## config.mk

```make
export PLATFORM = sky130hd
export DESIGN_NAME = msta_avg_unit
export DESIGN_NICKNAME = d
export VERILOG_FILES = /design/src/rtl/msta_pkg.sv /design/src/rtl/msta_avg_unit.sv
export SDC_FILE = /design/constraint.sdc
export NUM_CORES = 2
export LEC_CHECK = 0
export BUFFER_PORTS_ARGS = -buffer_cell sky130_fd_sc_hd__buf_4
export CORE_ASPECT_RATIO = 1.5
export CORE_MARGIN = 3
export CORE_UTILIZATION = 55
export DETAILED_ROUTE_END_ITERATION = 10
export PLACE_DENSITY = 0.82
export REMOVE_ABC_BUFFERS = 1
export SETUP_SLACK_MARGIN = 0.1
export SYNTH_ARGS = -nofsm -noshare
export SYNTH_HDL_FRONTEND = slang
export SYNTH_SLANG_ARGS = --single-unit
```

## constraint.sdc

```tcl
create_clock -name clk -period 14.75 [get_ports clk]
set_input_delay 0.7375 -clock clk [delete_from_list [all_inputs] [get_ports clk]]
set_output_delay 0.7375 -clock clk [all_outputs]
set_load 0.1 [all_outputs]
```

## src/rtl/msta_pkg.sv

```systemverilog
// ----------------------------------------------------------------------------
// msta_pkg
// Shared types and operation codes for the metric statistics table.
// ----------------------------------------------------------------------------
package msta_pkg;

    localparam int DATA_W = 64;
    localparam int OP_W   = 3;
    localparam int IDX_W  = 6;

    // Operation codes carried in the input tuser field.
    localparam logic [OP_W-1:0] OP_ADD   = 3'd0;
    localparam logic [OP_W-1:0] OP_AVG   = 3'd1;
    localparam logic [OP_W-1:0] OP_MAX   = 3'd2;
    localparam logic [OP_W-1:0] OP_MIN   = 3'd3;
    localparam logic [OP_W-1:0] OP_READ  = 3'd4;
    localparam logic [OP_W-1:0] OP_CLEAR = 3'd5;

    // One table entry; value sits in the low half so it packs straight onto tdata.
    typedef struct packed {
        logic [DATA_W-1:0] count;
        logic [DATA_W-1:0] value;
    } entry_t;

    // Operands of one running-average update.
    typedef struct packed {
        logic [DATA_W-1:0] value;
        logic [DATA_W-1:0] count;
        logic [DATA_W-1:0] sample;
    } avg_req_t;

endpackage

```

## src/rtl/msta_avg_unit.sv

```systemverilog
// ----------------------------------------------------------------------------
// msta_avg_unit
// Running-average update: (value*count + sample) / (count + 1), wrapping at
// 64 bits, with a shared 32x32 multiplier and a one-bit-per-cycle divider.
// ----------------------------------------------------------------------------
module msta_avg_unit
(
    input  logic              clk,
    input  logic              rst_n,
    input  logic              start,
    input  msta_pkg::avg_req_t req,
    output logic              busy,
    output logic              done,
    output msta_pkg::entry_t  rsp
);

    localparam int DW     = msta_pkg::DATA_W;
    localparam int HW     = DW / 2;
    localparam int STEP_W = $clog2(DW);

    typedef enum logic [5:0] {
        A_IDLE = 6'b000001,
        A_MUL0 = 6'b000010,
        A_MUL1 = 6'b000100,
        A_MUL2 = 6'b001000,
        A_SUM  = 6'b010000,
        A_DIV  = 6'b100000
    } avg_state_t;

    avg_state_t        state_reg, state_next;
    logic [STEP_W-1:0] step_reg;
    logic              done_reg;

    logic [DW-1:0]     val_reg, cnt_reg, smp_reg, den_reg;
    logic [DW-1:0]     prod_reg, acc_reg, quot_reg, rem_reg;

    logic [HW-1:0]     mul_a, mul_b;
    logic [DW-1:0]     mul_p;
    logic [DW:0]       rem_sh, den_ext;
    logic              take;

    // Low 64 bits of value*count only need three of the four partial products.
    always_comb
    begin
        case (state_reg)
            A_MUL1:
            begin
                mul_a = val_reg[HW-1:0];
                mul_b = cnt_reg[DW-1:HW];
            end
            A_MUL2:
            begin
                mul_a = val_reg[DW-1:HW];
                mul_b = cnt_reg[HW-1:0];
            end
            default:
            begin
                mul_a = val_reg[HW-1:0];
                mul_b = cnt_reg[HW-1:0];
            end
        endcase
    end

    // Full 64-bit product of the two unsigned 32-bit halves.
    assign mul_p = {{HW{1'b0}}, mul_a} * {{HW{1'b0}}, mul_b};

    // Restoring division step. A zero divisor accepts every step, so the
    // quotient comes out all ones as required when the count wraps.
    assign rem_sh  = {rem_reg, quot_reg[DW-1]};
    assign den_ext = {1'b0, den_reg};
    assign take    = (rem_sh >= den_ext);

    always_comb
    begin
        state_next = state_reg;
        case (state_reg)
            A_IDLE: if (start) state_next = A_MUL0;
            A_MUL0: state_next = A_MUL1;
            A_MUL1: state_next = A_MUL2;
            A_MUL2: state_next = A_SUM;
            A_SUM:  state_next = A_DIV;
            A_DIV:  if (step_reg == STEP_W'(DW - 1)) state_next = A_IDLE;
            default: state_next = A_IDLE;
        endcase
    end

    always_ff @(posedge clk or negedge rst_n)
    begin
        if (!rst_n)
        begin
            state_reg <= A_IDLE;
            step_reg  <= '0;
            done_reg  <= 1'b0;
        end
        else
        begin
            state_reg <= state_next;
            done_reg  <= (state_reg == A_DIV) && (step_reg == STEP_W'(DW - 1));
            if (state_reg == A_SUM)
                step_reg <= '0;
            else if (state_reg == A_DIV)
                step_reg <= step_reg + 1'b1;
        end
    end

    always_ff @(posedge clk)
    begin
        prod_reg <= mul_p;
        case (state_reg)
            A_IDLE:
            begin
                if (start)
                begin
                    val_reg <= req.value;
                    cnt_reg <= req.count;
                    smp_reg <= req.sample;
                    den_reg <= req.count + 1'b1;
                end
            end
            A_MUL1: acc_reg <= prod_reg;
            A_MUL2: acc_reg <= acc_reg + {prod_reg[HW-1:0], {HW{1'b0}}};
            A_SUM:
            begin
                quot_reg <= acc_reg + {prod_reg[HW-1:0], {HW{1'b0}}} + smp_reg;
                rem_reg  <= '0;
            end
            A_DIV:
            begin
                quot_reg <= {quot_reg[DW-2:0], take};
                rem_reg  <= take ? DW'(rem_sh - den_ext) : rem_sh[DW-1:0];
            end
            default: ;
        endcase
    end

    assign busy      = (state_reg != A_IDLE);
    assign done      = done_reg;
    assign rsp.value = quot_reg;
    assign rsp.count = den_reg;

endmodule

```

Yosys cells after proc, flatten, opt, wreduce, memory -nomap -nowiden --
Index checks and enable logic that the tools add are counted.
Word-level totals: bits in registers 525, bits of input ports 195, output and inout bits 130, word-level logic and storage cells 44
Cells by class: add/subtract/negate cells 5, multipliers 1, magnitude comparators 1, equal/unequal tests 10, muxes and demuxes 11, reductions and logical operators 5
Operators by type and width (number):
- $pmux W64 S2 | 3
- $add A64 B64 Y64 | 2
- $ge A65 B64 Y1 | 1
- $add A64 B1 Y64 const B | 1
- $mul A32 B32 Y64 | 1
- $mux W32 | 2
- $mux W64 | 1
- $sub A64 B64 Y64 | 1
- $pmux W6 S6 | 1
- $mux W6 | 4
- $eq A6 B6 Y1 const B | 2
- $add A6 B1 Y6 const B | 1
- $eq A6 B1 Y1 const B | 1
- $eq A6 B2 Y1 const B | 1
- $eq A6 B3 Y1 const B | 1
- $eq A6 B4 Y1 const B | 1
- $eq A6 B5 Y1 const B | 1
- $ne A6 B1 Y1 const B | 1
- $reduce_and A2 Y1 | 2
- $reduce_bool A2 Y1 | 2
- $ne A2 B1 Y1 const B | 1
- $ne A2 B2 Y1 const B | 1
- $logic_and A1 B1 Y1 | 1

Longest topological paths before layout --
depth after elaboration 3, mapped depth 35

Worst setup path before layout --
Ideal clock, no wire load.
path kind reg-to-reg, from reg state_reg[3], to reg cnt_reg[0] (enable), data arrival time 12544 ps, setup slack 1331 ps, stages on the path, launching flop included 4, path buffers 0, clock period less this slack 13419 ps, cell sequence dfrtp_1 nor4_1 nand3b_1 nor2_1
On the way: longest elaborated chain between the ends 2
RTL lines:
- start: declaration | line msta_avg_unit.sv:30 | avg_state_t state_reg, state_next;
- start signal: assignment | line msta_avg_unit.sv:97 | state_reg <= state_next;
- $eq A6 B1 Y1 | line msta_avg_unit.sv:109 | case (state_reg)
- $reduce_and A2 Y1 (no source line)
- end signal: assignment | line msta_avg_unit.sv:115 | cnt_reg <= req.count;
- end: declaration | line msta_avg_unit.sv:34 | logic [DW-1:0] val_reg, cnt_reg, smp_reg, den_reg;
Every way passes these cells. A chain may end at the register's enable or synchronous reset.

Worst setup path in the final report --
from reg state_reg[5], to reg prod_reg[59]
On the way: longest elaborated chain between the ends 3, elaborated cells between the ends (all ways) 5, those cells by class mul: 1; eq/ne: 2; mux: 2
RTL lines:
- $eq A6 B4 Y1 / $eq A6 B3 Y1 (equally long branches) | line msta_avg_unit.sv:45 | case (state_reg)
- $mux W32 | line msta_avg_unit.sv:45
- $mul A32 B32 Y64 (*) | line msta_avg_unit.sv:65 | assign mul_p = {{HW{1'b0}}, mul_a} * {{HW{1'b0}}, mul_b};
- via mul_p[59] | line msta_avg_unit.sv:38 | logic [DW-1:0] mul_p;
- end signal: assignment | line msta_avg_unit.sv:108 | prod_reg <= mul_p;
- end: declaration | line msta_avg_unit.sv:35 | logic [DW-1:0] prod_reg, acc_reg, quot_reg, rem_reg;
The timed path passes the listed nets; every way through them passes the cells marked *.

==> metrics.txt <==
# TYPE chip_impl_metric gauge
chip_impl_metric{name="detail_route.wirelength",unit="um"} 206000
chip_impl_metric{name="total_negative_slack",unit="ns"} 0
chip_impl_metric{name="timing_worst_slew_pin_value",unit="ns"} 1.250
chip_impl_metric{name="die_w",unit="um"} 277.4
chip_impl_metric{name="crit_path_max_incr_delay",unit="ns"} 0.92
chip_impl_metric{name="setup_slack_of_the_critical_path_after_layout",unit="ns"} 4.247
chip_impl_metric{name="buffer_ports.inserted",unit=""} 324
chip_impl_metric{name="initial_core_util",unit="%"} 55.73
chip_impl_info{name="end_kind",value="register"} 1
chip_impl_metric{name="detail_route.first_pass.iterations",unit=""} 8
chip_impl_metric{name="syn-cell-area",unit="um2"} 60780
chip_impl_metric{name="core-area",unit="um2"} 109100
chip_impl_metric{name="final_core_utilization",unit="%"} 61.22
chip_impl_metric{name="holdPathStages",unit=""} 1
chip_impl_metric{name="grt_pass1_vias",unit=""} 51600
chip_impl_info{name="netlist_top_cells_count",value="inv_1, fa_1, nor2_1"} 1
chip_impl_info{name="hold_class",value="in2reg"} 1
chip_impl_info{name="regToRegStartpoint",value="state_reg[5]"} 1
chip_impl_metric{name="antenna_left",unit=""} 0
chip_impl_metric{name="synthCells",unit=""} 6441
chip_impl_metric{name="finalSetupViolCount",unit=""} 0
chip_impl_metric{name="floorplan.die_area",unit="um2"} 114600
chip_impl_info{name="synth_area_leaders",value="fa_1, edfxtp_1, ha_1, inv_1, nor2_1"} 1
chip_impl_info{name="timing_worst_setup_path_type",value="reg2reg"} 1
chip_impl_metric{name="y_dimension_of_the_die",unit="um"} 413.1
chip_impl_metric{name="nets",unit=""} 8155
chip_impl_metric{name="post-dp-hpwl",unit="um"} 156700
chip_impl_metric{name="floorplan.rows",unit=""} 148
chip_impl_metric{name="max_freq",unit="GHz"} 0.09521
chip_impl_metric{name="number_of_maximum_capacitance_constraint_violations",unit=""} 0
chip_impl_info{name="grt_setup_unrepaired",value="false"} 1
chip_impl_metric{name="io_pins",unit=""} 325
chip_impl_metric{name="globalRoute.totalOverflow",unit=""} 0
chip_impl_info{name="timing.rr.end",value="prod_reg[59]"} 1
chip_impl_metric{name="post_cts.resized_instances",unit=""} 0
chip_impl_info{name="critPathLaunchType",value="register"} 1
chip_impl_metric{name="synth-edff-count",unit=""} 448
chip_impl_metric{name="finClkSkew",unit="ns"} 0.03230
chip_impl_metric{name="cts_setup_buffers",unit=""} 0
chip_impl_info{name="hold_path_end",value="smp_reg[42]"} 1
chip_impl_info{name="critical-path-slowest-cell",value="inv_2"} 1
chip_impl_info{name="status",value="finished, final reports clean"} 1
chip_impl_metric{name="global_route.usage.total",unit="%"} 35.73
chip_impl_metric{name="critical_path_peak_fanout",unit=""} 41
chip_impl_metric{name="timing_max_transition_violations_final",unit=""} 0
chip_impl_info{name="critical_path.most_common_cell",value="fa_1"} 1
chip_impl_metric{name="final-hold-violation-count",unit=""} 0
chip_impl_metric{name="r2r_cells",unit=""} 32
chip_impl_metric{name="route.detailed.wl_per_inst",unit="um"} 25.36
chip_impl_metric{name="grt_antenna_before_repair",unit=""} 15
chip_impl_metric{name="ys_warn_count",unit=""} 0
chip_impl_metric{name="dr_total_vias",unit=""} 49250
chip_impl_info{name="clk_root_buffer_cell",value="clkbuf_16"} 1
chip_impl_metric{name="numPlacedInstances",unit=""} 8006
chip_impl_metric{name="clock_latency",unit="ns"} 0.68
chip_impl_metric{name="syn_to_layout_area_delta",unit="%"} 9.856
chip_impl_metric{name="setup.reg_to_reg.worst_slack",unit="ns"} 4.25
chip_impl_metric{name="grt_first_pass_wirelength",unit="um"} 305200
chip_impl_metric{name="routed_via_density",unit=""} 6.063
chip_impl_metric{name="dr.first_iter.drc_count",unit=""} 4592
chip_impl_metric{name="synth-seq-area-share",unit="%"} 24.78
chip_impl_metric{name="flip_flop_and_latch_count_after_synthesis",unit=""} 525
chip_impl_metric{name="cts_max_level",unit=""} 2
chip_impl_metric{name="async_flop_share",unit="%"} 2.476
chip_impl_metric{name="gp_congestion",unit=""} 1.015
chip_impl_info{name="ys_dominant_reg_cell",value="edfxtp_1"} 1
chip_impl_info{name="tritoncts",value="built"} 1
chip_impl_metric{name="period_share",unit="%"} 71.20
chip_impl_metric{name="critical_path_arrival",unit="ns"} 11.05
chip_impl_info{name="min_from",value="req[42]"} 1
chip_impl_metric{name="cts.path.max_buffers",unit=""} 3
chip_impl_metric{name="post-route-min-period",unit="ns"} 10.50
chip_impl_metric{name="largest_net_degree_at_the_start_of_global_routing",unit=""} 185
chip_impl_info{name="synthMostInstantiatedCell",value="inv_1"} 1
chip_impl_metric{name="hold_buffers",unit=""} 1
chip_impl_info{name="synth.largest_area_cell",value="fa_1"} 1
chip_impl_metric{name="synth.lib_cells_used.distinct",unit=""} 88
chip_impl_metric{name="cts_made_buffers",unit=""} 54
chip_impl_metric{name="path_clk_slew",unit="ns"} 0.06
chip_impl_metric{name="non_filler_cells_in_the_finished_layout",unit=""} 8123
chip_impl_metric{name="drive_gt1_share",unit="%"} 9.366
chip_impl_metric{name="synth_top_area_share",unit="%"} 29.61
chip_impl_metric{name="syn_area_per_cell",unit="um2"} 9.437
chip_impl_metric{name="drc_errors",unit=""} 0
chip_impl_metric{name="clock_sinks",unit=""} 525
chip_impl_metric{name="required",unit="ns"} 15.30
chip_impl_metric{name="relative_slew_margins",unit="%"} 14.92
chip_impl_metric{name="place_ws",unit="ns"} 4.566
## final cells by class
cell class                      count  area, um2
Antenna cell                       14      35.03
Inverter                         1001       3760
Clock buffer                       70       1441
Multi-Input combinational cell   4635      41220
Tap cell                         1425       1783
Clock inverter                     32      281.5
Fill cell                        9145      42300
Timing Repair Buffer              421       3188
Sequential cell                   525      15060
## critical path: cells and delay by family, from the launching register on
kind,cells,cell delay [ns]
fa+ha+maj,9,4.22
simple gates,9,2.26
buf+inv,7,1.71
compound gates,6,1.52
flops,1,0.42
xor+xnor,1,0.16
## layer usage
layer  vias up  part of all wire (%)  wire length (um)  track usage (%)
met5         -                 0.014                28           0.2991
met2      3056                    47             96110            58.50
met3      1110                    11             22510            9.401
met1     24040                    32             65970            39.06
li1      21050                     -                 -                -
met4         4                    10             21400            29.31
## kinds of logic (layout without fill, tap and decap cells)
| logic type | count (synthesis) | in the layout | synth area share (%) |
|---|---|---|---|
| DFF | 525 | 525 | 24.78 |
| muxes | 113 | 113 | 1.916 |
| adders and majority gates | 1322 | 1322 | 38.32 |
| other | 0 | 14 | 0 |
| xor gates and xnor gates | 272 | 272 | 3.919 |
| AOI/OAI and AO/OA | 822 | 822 | 8.355 |
| and+or+nand+nor | 2106 | 2106 | 14.76 |
| buffers and inverters | 1281 | 1524 | 7.950 |
## layout by cell type, fill, tap and decap left out, types with 103 or more instances in the layout
| master | instances |
|---|---|
| a21oi_1 | 319 |
| ha_1 | 423 |
| a21o_1 | 124 |
| o21ai_0 | 144 |
| xnor2_1 | 169 |
| buf_4 | 418 |
| nand2_1 | 809 |
| edfxtp_1 | 448 |
| xor2_1 | 103 |
| inv_1 | 998 |
| fa_1 | 899 |
| nor2_1 | 889 |
## worst max-delay path by stage
stage / slack (ns) / end / start / depth (start not counted)
after floorplan: 1.33 / cnt_reg[0] / state_reg[3] / 3
after global routing: 3.90 / prod_reg[59] / state_reg[5] / 32
after global placement: 4.80 / prod_reg[60] / state_reg[5] / 29
after CTS: 4.58 / prod_reg[60] / state_reg[5] / 29
final: 4.25 / prod_reg[59] / state_reg[5] / 32
after detailed placement: 4.57 / prod_reg[59] / state_reg[5] / 32
## through the flow
step	hold slack [ns]	cell area [um2]
2_1_floorplan	0.4419	59710
3_3_place_gp	0.4787	65000
3_5_place_dp	0.4840	65000
4_1_cts	0.2111	66740
5_1_grt	0.2068	66760
6_report	0.2322	66770
Power is not shown: default switching activity piles up to over one toggle a cycle in this logic, so the estimate is an artifact.
